--- config.mk ---
export PLATFORM = sky130hd
export DESIGN_NAME = bounded_set_store_core
export DESIGN_NICKNAME = d
export VERILOG_FILES = /design/src/sv/bss_pkg.sv /design/src/sv/bss_cell.sv /design/src/sv/bounded_set_store_core.sv
export VERILOG_INCLUDE_DIRS = /design/src /design/src/sv
export SDC_FILE = /design/constraint.sdc
export NUM_CORES = 1
export LEC_CHECK = 0
export BUFFER_PORTS_ARGS = -buffer_cell sky130_fd_sc_hd__clkbuf_2
export CORE_MARGIN = 4
export CORE_UTILIZATION = 45
export DETAILED_ROUTE_END_ITERATION = 8
export GPL_TIMING_DRIVEN = 0
export PLACE_DENSITY_LB_ADDON = 0.05
export SLEW_MARGIN = 10
export SYNTH_ARGS = -nofsm -noshare
export SYNTH_HDL_FRONTEND = slang
export SYNTH_SLANG_ARGS = --single-unit
--- constraint.sdc ---
create_clock -name i_clk -period 10.21 [get_ports i_clk]
set_input_delay 0.5105 -clock i_clk [delete_from_list [all_inputs] [get_ports i_clk]]
set_output_delay 0.5105 -clock i_clk [all_outputs]
set_load 0.01 [all_outputs]
--- src/sv/bounded_set_store_core_assert.svh ---
// Assertion macros for the bounded set store.
`ifndef BOUNDED_SET_STORE_CORE_ASSERT_SVH
`define BOUNDED_SET_STORE_CORE_ASSERT_SVH

// The consequent must hold in the cycle after the antecedent.
`define BSS_ASSERT_NEXT(lbl, ante, cons, msg) \
    lbl: assert property (@(posedge i_clk) disable iff (!i_rst_n) (ante) |=> (cons)) \
        else $error(msg);

// The consequent must hold in the same cycle as the antecedent.
`define BSS_ASSERT_SAME(lbl, ante, cons, msg) \
    lbl: assert property (@(posedge i_clk) disable iff (!i_rst_n) (ante) |-> (cons)) \
        else $error(msg);

`endif

--- src/sv/bss_pkg.sv ---
`timescale 1ns / 1ps

package bss_pkg;

    localparam int DEPTH_DEFAULT       = 16;
    localparam int VALUE_WIDTH_DEFAULT = 32;

    localparam int LIMIT_W = 5;
    localparam int FIELD_W = 5;
    localparam int OP_W    = 2;
    localparam int ADDR_W  = 3;

    localparam logic [OP_W-1:0] OP_ADD    = 2'd0;
    localparam logic [OP_W-1:0] OP_REMOVE = 2'd1;
    localparam logic [OP_W-1:0] OP_SEARCH = 2'd2;

    // Byte address of the capacity register on the APB port.
    localparam logic [ADDR_W-1:0] ADDR_SET_LIMIT = 3'd0;

    localparam logic [LIMIT_W-1:0] LIMIT_RESET = 5'd16;

    // Commit strobes that the control hands to every cell in the update cycle.
    typedef struct packed {
        logic append;
        logic remove;
    } t_cell_ctrl;

endpackage

--- src/sv/bss_cell.sv ---
`timescale 1ns / 1ps

module bss_cell #(
    parameter int VALUE_WIDTH = bss_pkg::VALUE_WIDTH_DEFAULT,
    parameter int CNT_W       = 5,
    parameter int INDEX       = 0
) (
    input  logic                   i_clk,
    input  logic                   i_rst_n,
    input  logic                   i_cmp,
    input  logic [VALUE_WIDTH-1:0] i_key,
    input  logic [CNT_W-1:0]       i_count,
    input  bss_pkg::t_cell_ctrl    i_ctrl,
    input  logic [VALUE_WIDTH-1:0] i_next_data,
    input  logic                   i_seen,
    output logic [VALUE_WIDTH-1:0] o_data,
    output logic                   o_match,
    output logic                   o_seen
);

    localparam logic [CNT_W-1:0] IDX = CNT_W'(INDEX);

    logic [VALUE_WIDTH-1:0] r_data;
    logic                   r_match;
    logic                   w_in_use;

    assign w_in_use = IDX < i_count;

    always_ff @(posedge i_clk) begin
        if (!i_rst_n) begin
            r_match <= 1'b0;
        end else if (i_cmp) begin
            r_match <= w_in_use && (r_data == i_key);
        end
    end

    // A removal pulls the neighbor's word into every cell at or after the match.
    always_ff @(posedge i_clk) begin
        if (i_ctrl.append && (i_count == IDX)) begin
            r_data <= i_key;
        end else if (i_ctrl.remove && (i_seen || r_match)) begin
            r_data <= i_next_data;
        end
    end

    assign o_data  = r_data;
    assign o_match = r_match;
    assign o_seen  = i_seen || r_match;

endmodule

--- src/sv/bounded_set_store_core.sv ---
`timescale 1ns / 1ps
// Bounded set store: keeps up to DEPTH distinct values in insertion order.
// Input words carry an operation (add, remove, search) and a value; each
// accepted word yields exactly one result word with success, the 1-based
// position of the match before the operation, the element count after it
// and the empty and full flags. Both channels use valid/ready.
// An accepted word is compared in the cells, then its result is written to
// the output register by the update state; no new word is taken until then.
// The compare step broadcasts the value to the row of cells, each comparing
// its own entry; the update step encodes the first match and appends the
// value or shifts the later cells down by one.
// A result that the receiver has not taken holds the output register and
// stops further words from being accepted; a word is taken in the same
// cycle as the waiting result leaves.
// The capacity register sits at byte address 0 of the APB port and resets
// to 16. Reset empties the set; no clearing pass is needed.
module bounded_set_store_core #(
    parameter int DEPTH       = bss_pkg::DEPTH_DEFAULT,
    parameter int VALUE_WIDTH = bss_pkg::VALUE_WIDTH_DEFAULT
) (
    input  logic                         i_clk,
    input  logic                         i_rst_n,
    input  logic                         i_valid,
    output logic                         o_ready,
    input  logic [bss_pkg::OP_W-1:0]     i_operation,
    input  logic signed [31:0]           i_value,
    output logic                         o_valid,
    input  logic                         i_ready,
    output logic                         o_success,
    output logic [bss_pkg::FIELD_W-1:0]  o_position,
    output logic [bss_pkg::FIELD_W-1:0]  o_element_count,
    output logic                         o_is_empty,
    output logic                         o_is_full,
    input  logic                         psel,
    input  logic                         penable,
    input  logic                         pwrite,
    input  logic [bss_pkg::ADDR_W-1:0]   paddr,
    input  logic [31:0]                  pwdata,
    output logic [31:0]                  prdata,
    output logic                         pready
);

    localparam int CNT_W = $clog2(DEPTH + 1);
    localparam int IDX_W = (DEPTH > 1) ? $clog2(DEPTH) : 1;
    localparam int LIM_W = (CNT_W > bss_pkg::LIMIT_W) ? CNT_W : bss_pkg::LIMIT_W;
    localparam logic [LIM_W-1:0] DEPTH_L = LIM_W'(DEPTH);

    localparam logic ST_IDLE = 1'b0;
    localparam logic ST_UPD  = 1'b1;

    logic                         r_state;
    logic [bss_pkg::OP_W-1:0]     r_op;
    logic [VALUE_WIDTH-1:0]       r_key;
    logic [CNT_W-1:0]             r_count;
    logic [bss_pkg::LIMIT_W-1:0]  r_limit;
    logic                         r_out_valid;
    logic                         r_success;
    logic [bss_pkg::FIELD_W-1:0]  r_position;
    logic [bss_pkg::FIELD_W-1:0]  r_count_out;
    logic                         r_empty;
    logic                         r_full;

    logic [CNT_W-1:0]             n_count;
    logic                         n_success;
    logic [CNT_W-1:0]             n_position;

    logic                         w_accept;
    logic [VALUE_WIDTH-1:0]       w_in_key;
    logic [VALUE_WIDTH-1:0]       w_key;
    logic [DEPTH-1:0]             w_match;
    logic [DEPTH:0]               w_seen;
    logic [VALUE_WIDTH-1:0]       w_data [DEPTH];
    logic [IDX_W-1:0]             w_first;
    logic                         w_found;
    logic                         w_op_known;
    logic [LIM_W-1:0]             w_cap;
    logic [LIM_W-1:0]             w_count_l;
    logic                         w_add_ok;
    logic                         w_remove_ok;
    bss_pkg::t_cell_ctrl          w_ctrl;

    assign w_accept = i_valid && o_ready;
    assign o_ready  = (r_state == ST_IDLE) && (!r_out_valid || i_ready);
    assign w_in_key = VALUE_WIDTH'($unsigned(i_value));
    // Cells compare against the incoming word; an append writes the held key.
    assign w_key    = (r_state == ST_IDLE) ? w_in_key : r_key;

    assign w_seen[0] = 1'b0;

    for (genvar g = 0; g < DEPTH; g++) begin : g_cell
        logic [VALUE_WIDTH-1:0] w_next;
        if (g == DEPTH - 1) begin : g_last
            assign w_next = w_data[g];
        end else begin : g_mid
            assign w_next = w_data[g+1];
        end
        bss_cell #(
            .VALUE_WIDTH (VALUE_WIDTH),
            .CNT_W       (CNT_W),
            .INDEX       (g)
        ) u_cell (
            .i_clk       (i_clk),
            .i_rst_n     (i_rst_n),
            .i_cmp       (w_accept),
            .i_key       (w_key),
            .i_count     (r_count),
            .i_ctrl      (w_ctrl),
            .i_next_data (w_next),
            .i_seen      (w_seen[g]),
            .o_data      (w_data[g]),
            .o_match     (w_match[g]),
            .o_seen      (w_seen[g+1])
        );
    end

    always_comb begin
        w_first = '0;
        for (int k = DEPTH - 1; k >= 0; k--) begin
            if (w_match[k]) begin
                w_first = IDX_W'(k);
            end
        end
    end

    assign w_found    = w_seen[DEPTH];
    assign w_op_known = (r_op == bss_pkg::OP_ADD) || (r_op == bss_pkg::OP_REMOVE) ||
                        (r_op == bss_pkg::OP_SEARCH);
    assign w_cap      = (LIM_W'(r_limit) > DEPTH_L) ? DEPTH_L : LIM_W'(r_limit);
    assign w_count_l  = LIM_W'(r_count);
    assign w_add_ok   = (r_op == bss_pkg::OP_ADD) && !w_found && (w_count_l < w_cap);
    assign w_remove_ok = (r_op == bss_pkg::OP_REMOVE) && w_found;

    assign w_ctrl.append = (r_state == ST_UPD) && w_add_ok;
    assign w_ctrl.remove = (r_state == ST_UPD) && w_remove_ok;

    always_comb begin
        n_count    = r_count;
        n_success  = 1'b0;
        n_position = '0;
        if (w_op_known && w_found) begin
            n_position = CNT_W'(w_first) + 1'b1;
        end
        if (w_add_ok) begin
            n_count   = r_count + 1'b1;
            n_success = 1'b1;
        end else if (w_remove_ok) begin
            n_count   = r_count - 1'b1;
            n_success = 1'b1;
        end else if (r_op == bss_pkg::OP_SEARCH) begin
            n_success = w_found;
        end
    end

    always_ff @(posedge i_clk) begin
        if (!i_rst_n) begin
            r_state     <= ST_IDLE;
            r_count     <= '0;
            r_out_valid <= 1'b0;
        end else begin
            unique case (r_state)
                ST_IDLE: begin
                    if (w_accept) begin
                        r_state <= ST_UPD;
                    end
                    if (r_out_valid && i_ready) begin
                        r_out_valid <= 1'b0;
                    end
                end
                ST_UPD: begin
                    r_state     <= ST_IDLE;
                    r_count     <= n_count;
                    r_out_valid <= 1'b1;
                end
                default: begin
                    r_state <= ST_IDLE;
                end
            endcase
        end
    end

    always_ff @(posedge i_clk) begin
        if (w_accept) begin
            r_op  <= i_operation;
            r_key <= w_in_key;
        end
        if (r_state == ST_UPD) begin
            r_success   <= n_success;
            r_position  <= bss_pkg::FIELD_W'(n_position);
            r_count_out <= bss_pkg::FIELD_W'(n_count);
            r_empty     <= (n_count == '0);
            r_full      <= (LIM_W'(n_count) >= w_cap);
        end
    end

    always_ff @(posedge i_clk) begin
        if (!i_rst_n) begin
            r_limit <= bss_pkg::LIMIT_RESET;
        end else if (psel && penable && pwrite && pready &&
                     (paddr == bss_pkg::ADDR_SET_LIMIT)) begin
            r_limit <= pwdata[bss_pkg::LIMIT_W-1:0];
        end
    end

    assign pready = 1'b1;
    assign prdata = (paddr == bss_pkg::ADDR_SET_LIMIT) ? 32'(r_limit) : 32'd0;

    assign o_valid         = r_out_valid;
    assign o_success       = r_success;
    assign o_position      = r_position;
    assign o_element_count = r_count_out;
    assign o_is_empty      = r_empty;
    assign o_is_full       = r_full;

`include "bounded_set_store_core_assert.svh"

    `BSS_ASSERT_NEXT(a_ready_drops, w_accept, !o_ready, "ready stayed high after a word")
    `BSS_ASSERT_NEXT(a_add_counts, w_ctrl.append, r_count == $past(r_count) + 1'b1,
                     "append did not raise the count")
    `BSS_ASSERT_NEXT(a_remove_counts, w_ctrl.remove, r_count == $past(r_count) - 1'b1,
                     "removal did not lower the count")
    `BSS_ASSERT_SAME(a_count_bound, 1'b1, LIM_W'(r_count) <= DEPTH_L,
                     "count exceeds depth")

endmodule

# Yosys cells after proc, flatten, opt, wreduce, memory -nomap -nowiden
# Cells that the tools add are included.
# Widths: inputs -> output; s select.
[classes]
n_addsub = 3
n_lt_le_gt_ge = 19
eq_ne = 34
mux = 56
bitwise = 1
reduce_logical = 99
[op_table]
columns = ["operator", "count"]
rows = [
  ["$mux 32", 31],
  ["$eq 32x32->1", 16],
  ["$mux 4", 16],
  ["$logic_and 1x1->1", 59],
  ["$eq 5x4->1 const B", 8],
  ["$lt 4x5->1 const A", 8],
  ["$reduce_bool 2->1", 15],
  ["$eq 5x3->1 const B", 4],
  ["$lt 3x5->1 const A", 4],
  ["$mux 5", 4],
  ["$logic_or 1x1->1", 18],
  ["$eq 5x2->1 const B", 2],
  ["$logic_not 5->1", 2],
  ["$lt 1x5->1 const A", 2],
  ["$lt 2x5->1 const A", 2],
  ["$add 4x1->5 const B", 1],
  ["$add 5x1->5 const B", 1],
  ["$eq 5x1->1 const B", 1],
  ["$ge 5x5->1", 1],
  ["$gt 5x5->1 const B", 1],
  ["$lt 5x5->1", 1],
  ["$sub 5x1->5 const B", 1],
  ["$pmux 1 s2", 2],
  ["$logic_not 3->1", 1],
  ["8 further kinds", 11],
]
[word_totals]
reg_bits = 587
output_inout_bits = 48

# Longest topological paths before layout
[logic_depth]
word_depth = 21
ltp_mapped = 16
ltp_nobuf = 15

# Hierarchy
# Synthesis repeated with hierarchy kept, for this count alone.
[hier_totals]
hier_cells = 2191
hier_area_um2 = 32542.5
[modules_own_cells]
columns = ["mod", "instances", "cells_per_inst", "area_each_um2", "seq_area_each_um2"]
rows = [
  ["bounded_set_store_core", 1, 272, 3278.1, 1651.6],
  ["bss_cell at g_cell[15].u_cell", 1, 119, 1935.6, 980.9],
  ["bss_cell at g_cell[10].u_cell", 1, 122, 1928.1, 980.9],
  ["bss_cell at g_cell[2].u_cell", 1, 121, 1926.8, 980.9],
  ["bss_cell at g_cell[14].u_cell", 1, 120, 1905.6, 980.9],
  ["bss_cell at g_cell[0].u_cell", 1, 120, 1896.8, 980.9],
  ["bss_cell at g_cell[11].u_cell", 1, 119, 1886.8, 980.9],
  ["bss_cell at g_cell[9].u_cell", 1, 122, 1808.0, 980.9],
  ["bss_cell at g_cell[5].u_cell", 1, 118, 1798.0, 980.9],
  ["bss_cell at g_cell[6].u_cell", 1, 121, 1781.7, 980.9],
  ["bss_cell at g_cell[12].u_cell", 1, 121, 1780.5, 980.9],
  ["bss_cell at g_cell[4].u_cell", 1, 121, 1779.2, 980.9],
  ["bss_cell at g_cell[7].u_cell", 1, 118, 1778.0, 980.9],
  ["bss_cell at g_cell[8].u_cell", 1, 120, 1773.0, 980.9],
  ["+3 rows", "--", "--", "--", "--"],
]

# Worst setup path after synthesis
# No wires, ideal clock.
[synth_timing]
path_type = "register -> register"
start = "register r_limit[4] (netlist name)"
end = "register g_cell[15].u_cell.r_data[0], enable pin"
setup_ps = 502
arrival_ps = 4596
t_required_ps = 9708
slack_ps = 5112
stages_incl_launch_ff = 9
period_less_slack_ps = 5098
path_cell_list = "dfxtp_1 > inv_1 > nand2_1 > ha_1 > nor4b_1 > o211ai_1 > a21o_1 > buf_6 > nor4_1"
[synth_via]
elab_chain_len = 6
[synth_lines]
columns = ["item", "line_no", "source"]
rows = [
  ["start, declared", "bounded_set_store_core.sv:55", "logic [bss_pkg::LIMIT_W-1:0] r_limit;"],
  ["start signal, assigned", "bounded_set_store_core.sv:197", "r_limit <= bss_pkg::LIMIT_RESET;"],
  ["start signal, assigned", "bounded_set_store_core.sv:200", "r_limit <= pwdata[bss_pkg::LIMIT_W-1:0];"],
  ["$gt 5x5->1", "bounded_set_store_core.sv:128", "assign w_cap = (LIM_W'(r_limit) > DEPTH_L) ? DEPTH_L : LIM_W'(r_limit);"],
  ["$mux 5 (*)", "bounded_set_store_core.sv:128", ""],
  ["$lt 5x5->1 (*)", "bounded_set_store_core.sv:130", "assign w_add_ok = (r_op == bss_pkg::OP_ADD) && !w_found && (w_count_l < w_cap);"],
  ["$logic_and 1x1->1 (*)", "bounded_set_store_core.sv:130", ""],
  ["$logic_and 1x1->1 (*)", "bounded_set_store_core.sv:133", "assign w_ctrl.append = (r_state == ST_UPD) && w_add_ok;"],
  ["$logic_and 1x1->1 (*)", "bss_cell.sv:39", "if (i_ctrl.append && (i_count == IDX)) begin"],
  ["end signal, assigned", "bss_cell.sv:40", "r_data <= i_key;"],
  ["end signal, assigned", "bss_cell.sv:42", "r_data <= i_next_data;"],
  ["end, declared", "bss_cell.sv:23", "logic [VALUE_WIDTH-1:0] r_data;"],
]
# Every way passes the cells marked *; elsewhere a longest branch is shown, timed or not.
# A chain may end at the register's enable or synchronous reset.

# Final worst setup path
[layout_timing]
start = "register r_state"
end = "register g_cell[0].u_cell.r_data[5], enable pin"
[layout_via]
elab_chain_len = 3
[layout_lines]
columns = ["item", "line_no", "source"]
rows = [
  ["start, declared", "bounded_set_store_core.sv:51", "logic r_state;"],
  ["start signal, assigned", "bounded_set_store_core.sv:156", "r_state <= ST_IDLE;"],
  ["start signal, assigned", "bounded_set_store_core.sv:163", "r_state <= ST_UPD;"],
  ["start signal, assigned", "bounded_set_store_core.sv:170", "r_state <= ST_IDLE;"],
  ["$logic_and 1x1->1 (on tied branches)", "bounded_set_store_core.sv:134, bounded_set_store_core.sv:133", ""],
  ["$logic_and 1x1->1 (on tied branches)", "bss_cell.sv:41, bss_cell.sv:39", ""],
  ["$reduce_bool 2->1 (no source line) (*)", "--", ""],
  ["end signal, assigned", "bss_cell.sv:40", ""],
  ["end signal, assigned", "bss_cell.sv:42", ""],
  ["end, declared", "bss_cell.sv:23", ""],
]
# Marks and branches as above.

==> metrics.txt <==
# TYPE chip_impl_metric gauge
chip_impl_info{name="run_status",value="finished clean"} 1
chip_impl_info{name="worstSetupEndpointType",value="flip-flop"} 1
chip_impl_info{name="worst_r2r_startpoint",value="r_state$_SDFF_PP0_"} 1
chip_impl_metric{name="timing.final.crit_share",unit="%"} 40.8
chip_impl_metric{name="timing.slew.headroom",unit="%"} 20.3
chip_impl_metric{name="drt_pass1_iterations",unit=""} 6
chip_impl_metric{name="post-route-min-period",unit="ps"} 4160
chip_impl_metric{name="post-cts-setup-buffer-count",unit=""} 0
chip_impl_metric{name="postSynthAreaPerCell",unit="sq um"} 11.0
chip_impl_metric{name="worstHoldPathCells",unit=""} 1
chip_impl_metric{name="worst_ep_arrival_time",unit="ps"} 4400
chip_impl_metric{name="timing.reg2reg.setup_slack",unit="ps"} 6050
chip_impl_metric{name="grt_antenna_before_repair",unit=""} 0
chip_impl_metric{name="routed-via-count",unit=""} 22200
chip_impl_metric{name="worst_ep_required_time",unit="ps"} 10450
chip_impl_metric{name="final_max_slew_viol_count",unit=""} 0
chip_impl_metric{name="numCtsBuffers",unit=""} 70
chip_impl_metric{name="die_y",unit="um"} 270
chip_impl_metric{name="crit_path_max_incr_delay",unit="ps"} 700
chip_impl_metric{name="grt_pass1_wl",unit="um"} 152000
chip_impl_metric{name="largest_net_degree_at_the_start_of_global_routing",unit=""} 33
chip_impl_metric{name="post-route-cell-area",unit="sq um"} 35100
chip_impl_metric{name="setup_viol",unit=""} 0
chip_impl_metric{name="groute.layer.met1.usage",unit="%"} 35.1
chip_impl_info{name="cts_tree",value="done"} 1
chip_impl_metric{name="placed_cell_area",unit="sq um"} 32900
chip_impl_metric{name="finalSetupTns",unit="ps"} 0
chip_impl_info{name="clock_tree.root_cell",value="sky130_fd_sc_hd__clkbuf_16"} 1
chip_impl_info{name="synthFlopType",value="sky130_fd_sc_hd__edfxtp_1"} 1
chip_impl_metric{name="floorplan.die_area",unit="sq um"} 72800
chip_impl_metric{name="cts_repair_resize_count",unit=""} 0
chip_impl_metric{name="ys_async_rst_share",unit="%"} 0
chip_impl_metric{name="worst_pin_slew",unit="ps"} 1160
chip_impl_info{name="synthDominantAreaCellType",value="sky130_fd_sc_hd__edfxtp_1"} 1
chip_impl_info{name="post_synth_main_area_contributors",value="sky130_fd_sc_hd__edfxtp_1 54%, sky130_fd_sc_hd__xor2_1 9.7%, sky130_fd_sc_hd__a21oi_1 5.9%, sky130_fd_sc_hd__xnor2_1 5.0%, sky130_fd_sc_hd__nor2_1 4.7%"} 1
chip_impl_metric{name="fillCellCount",unit=""} 6098
chip_impl_metric{name="die_width",unit="um"} 270
chip_impl_metric{name="power.density",unit="nW/um^2"} 162
chip_impl_metric{name="total_leakage_power",unit="uW"} 0.0125
chip_impl_info{name="grt_setup_unrepaired",value="no"} 1
chip_impl_info{name="grt.busiest_layer",value="met2"} 1
chip_impl_metric{name="ys_seq_area_share",unit="%"} 56.2
chip_impl_info{name="cp-start-kind",value="flip-flop"} 1
chip_impl_metric{name="timing.fmax",unit="GHz"} 0.240
chip_impl_metric{name="yosysWarningCount",unit=""} 0
chip_impl_metric{name="clock_tree.buffer_depth",unit=""} 3
chip_impl_metric{name="port_buffers",unit=""} 68
chip_impl_metric{name="finClkSkew",unit="ps"} 23.2
chip_impl_info{name="worstSetupPathType",value="flip-flop to flip-flop"} 1
chip_impl_metric{name="cts-hold-fix-buffers",unit=""} 0
chip_impl_info{name="critical_path_cell_sequence",value="buf_4 -> buf_6 -> buf_1 -> nand2_1 -> nor3b_2 -> buf_4 -> a31o_2"} 1
chip_impl_metric{name="number_of_global_route_vias_before_repair",unit=""} 21300
chip_impl_metric{name="clkSinkCount",unit=""} 587
chip_impl_metric{name="synth_cell_types",unit=""} 54
chip_impl_metric{name="post_synth_instance_area",unit="sq um"} 30800
chip_impl_metric{name="ff2ff_path_depth",unit=""} 7
chip_impl_info{name="hold_path_class",value="input port to flip-flop"} 1
chip_impl_metric{name="synth_seq_cells",unit=""} 587
chip_impl_metric{name="initial_core_util",unit="%"} 45.7
chip_impl_info{name="cell_occurring_most_often_along_the_worst_timing_path",value="sky130_fd_sc_hd__buf_4"} 1
chip_impl_metric{name="ir_drop",unit="mV"} 0.127
chip_impl_metric{name="ant_nets",unit=""} 0
chip_impl_metric{name="vias_per_cell",unit=""} 5.68
chip_impl_metric{name="core-area",unit="sq um"} 67500
chip_impl_metric{name="rows",unit=""} 95
chip_impl_info{name="worst_min_delay_path_endpoint",value="r_op[0]$_DFFE_PP_"} 1
chip_impl_metric{name="drive_gt1_share",unit="%"} 13.4
chip_impl_metric{name="io_pins",unit=""} 124
chip_impl_metric{name="final-hold-violation-count",unit=""} 0
chip_impl_metric{name="maxCapViolCount",unit=""} 0
chip_impl_metric{name="clk_pin_slew",unit="ps"} 60
chip_impl_metric{name="drc",unit=""} 0
chip_impl_metric{name="area_growth",unit="%"} 13.9
chip_impl_metric{name="synth_edf_count",unit=""} 559
chip_impl_info{name="critical_path.reg2reg.endpoint",value="g_cell[0].u_cell.o_data[5]$_DFFE_PP_"} 1
chip_impl_info{name="timing.critical_path.slowest_stage_cell",value="sky130_fd_sc_hd__a31o_2"} 1
chip_impl_metric{name="globalplace.congestion",unit=""} 1.08
chip_impl_metric{name="drt_first_iter_violations",unit=""} 2110
chip_impl_metric{name="htree_num_levels",unit=""} 3
chip_impl_metric{name="totalWireLength",unit="um"} 111000
chip_impl_info{name="min-delay-start",value="i_operation[0]"} 1
chip_impl_metric{name="track_usage",unit="%"} 29.7
chip_impl_metric{name="use_met2",unit="%"} 50.0
chip_impl_metric{name="yosysTopAreaCellShare",unit="%"} 54.4
chip_impl_metric{name="global_route.overflow_total",unit=""} 0
chip_impl_metric{name="routed_len_inst",unit="um"} 28.5
chip_impl_metric{name="layout.nets",unit=""} 3082
chip_impl_metric{name="hpwl",unit="um"} 92800
chip_impl_metric{name="globalRouteMet3Util",unit="%"} 3.10
chip_impl_metric{name="worstPathMaxFanout",unit=""} 32
chip_impl_metric{name="insertion_delay",unit="ps"} 620
chip_impl_metric{name="syn_inst",unit=""} 2807
==> stage by stage <==
| step | utilization [%] | total power (uW) | instances | setup WS (ps) | hold WS, ps |
|---|---|---|---|---|---|
| global placement | 48.0 | 3270 | 3774 | 2500 | 500 |
| CTS | 52.0 | 5700 | 3912 | 6120 | 57.1 |
| global route | 52.0 | 5810 | 3912 | 5920 | 69.2 |
| finish | 52.0 | 5690 | 3914 | 6050 | 83.7 |
| detailed placement | 48.8 | 3270 | 3792 | 6090 | 521 |
| floorplan | - | 2990 | 2833 | 5110 | 473 |
==> layout make-up <==
cell class / count / area [sq um] / area share, %
clock buffer: 93 / 1950 / 5.56
tap: 873 / 1090 / 3.11
clock inverter: 27 / 243 / 0.691
sequential: 587 / 17300 / 49.4
multi-input combinational: 1955 / 12200 / 34.7
buffer: 246 / 1400 / 3.98
inverter: 45 / 169 / 0.481
antenna: 2 / 5.00 / 0.0142
timing repair buffer: 86 / 739 / 2.11
==> state kept, by name (all words and copies together), names as in the netlist, 2 cells and up <==
signal                 count
g_cell.u_cell.o_data     512
o_position                 5
r_key                     32
o_element_count            5
r_limit                    5
r_count                    5
g_cell.u_cell.o_match     16
r_op                       2
==> where the power goes <==
group	internal, uW	switching (uW)	leakage, uW
Combinational	154	448	0.00614
Clock	1440	1020	0.00107
Sequential	2620	9.01	0.00527
==> worst max-delay path: cells and delay by family, from the launching register on <==
kind / cells / cell delay, ps
AOI/OAI and AO/OA: 1 / 700
buffers and inverters: 4 / 1490
DFF: 1 / 680
and+or+nand+nor: 2 / 870
==> logic make-up after synthesis <==
group / count (synthesis) / share of synthesized area, %
AOI/OAI and AO/OA: 567 / 9.63
xor gates and xnor gates: 518 / 14.7
DFF: 587 / 56.2
adders and majority gates: 15 / 0.608
buffers and inverters: 291 / 5.08
other: 2 / 0.0243
and+or+nand+nor: 789 / 11.7
muxes: 38 / 2.01
==> worst max path at each step <==
stage,start,to,cells past startpoint
finish,r_state$_SDFF_PP0_,g_cell[0].u_cell.o_data[5]$_DFFE_PP_,7
detailed placement,r_state$_SDFF_PP0_,g_cell[0].u_cell.o_data[6]$_DFFE_PP_,7
global placement,r_limit[4]$_SDFFE_PN1P_,g_cell[15].u_cell.o_data[5]$_DFFE_PP_,8
floorplan,r_limit[4]$_SDFFE_PN1P_,g_cell[15].u_cell.o_data[0]$_DFFE_PP_,8
CTS,r_state$_SDFF_PP0_,g_cell[0].u_cell.o_data[22]$_DFFE_PP_,7
global route,r_state$_SDFF_PP0_,g_cell[0].u_cell.o_data[22]$_DFFE_PP_,7
==> routing by layer <==
metal,part of all wire [%],vias to the layer above
li1,-,10200
met1,38,10700
met2,47,984
met3,5.6,295
met4,9.4,0
met5,0,-
==> layout by cell type, fill, tap and decap left out, types with 44 or more instances in the layout <==
cell type,netlist,routed
sky130_fd_sc_hd__nor4_1,63,62
sky130_fd_sc_hd__o21ai_0,115,112
sky130_fd_sc_hd__clkbuf_16,0,74
sky130_fd_sc_hd__nand2_1,169,168
sky130_fd_sc_hd__inv_1,44,44
sky130_fd_sc_hd__clkbuf_1,77,92
sky130_fd_sc_hd__edfxtp_1,559,559
sky130_fd_sc_hd__buf_2,73,73
sky130_fd_sc_hd__xnor2_1,176,176
sky130_fd_sc_hd__buf_4,88,92
sky130_fd_sc_hd__nand4_1,90,90
sky130_fd_sc_hd__clkbuf_2,0,69
sky130_fd_sc_hd__xor2_1,342,342
sky130_fd_sc_hd__a21oi_1,363,363
sky130_fd_sc_hd__nor2_1,385,385
==> synthesized netlist by cell type (25+ instances only) <==
master                     number
sky130_fd_sc_hd__nor2_1       385
sky130_fd_sc_hd__nand2_1      169
sky130_fd_sc_hd__o21ai_1       42
sky130_fd_sc_hd__nor4_1        63
sky130_fd_sc_hd__nand4_1       90
sky130_fd_sc_hd__o21ai_0      115
sky130_fd_sc_hd__xor2_1       342
sky130_fd_sc_hd__inv_1         44
sky130_fd_sc_hd__a21oi_1      363
sky130_fd_sc_hd__nand3_1       25
sky130_fd_sc_hd__xnor2_1      176
sky130_fd_sc_hd__edfxtp_1     559
sky130_fd_sc_hd__buf_2         73
sky130_fd_sc_hd__dfxtp_1       28
sky130_fd_sc_hd__buf_4         88
sky130_fd_sc_hd__clkbuf_1      77
No activity file was read; power rests on OpenSTA's default activity.
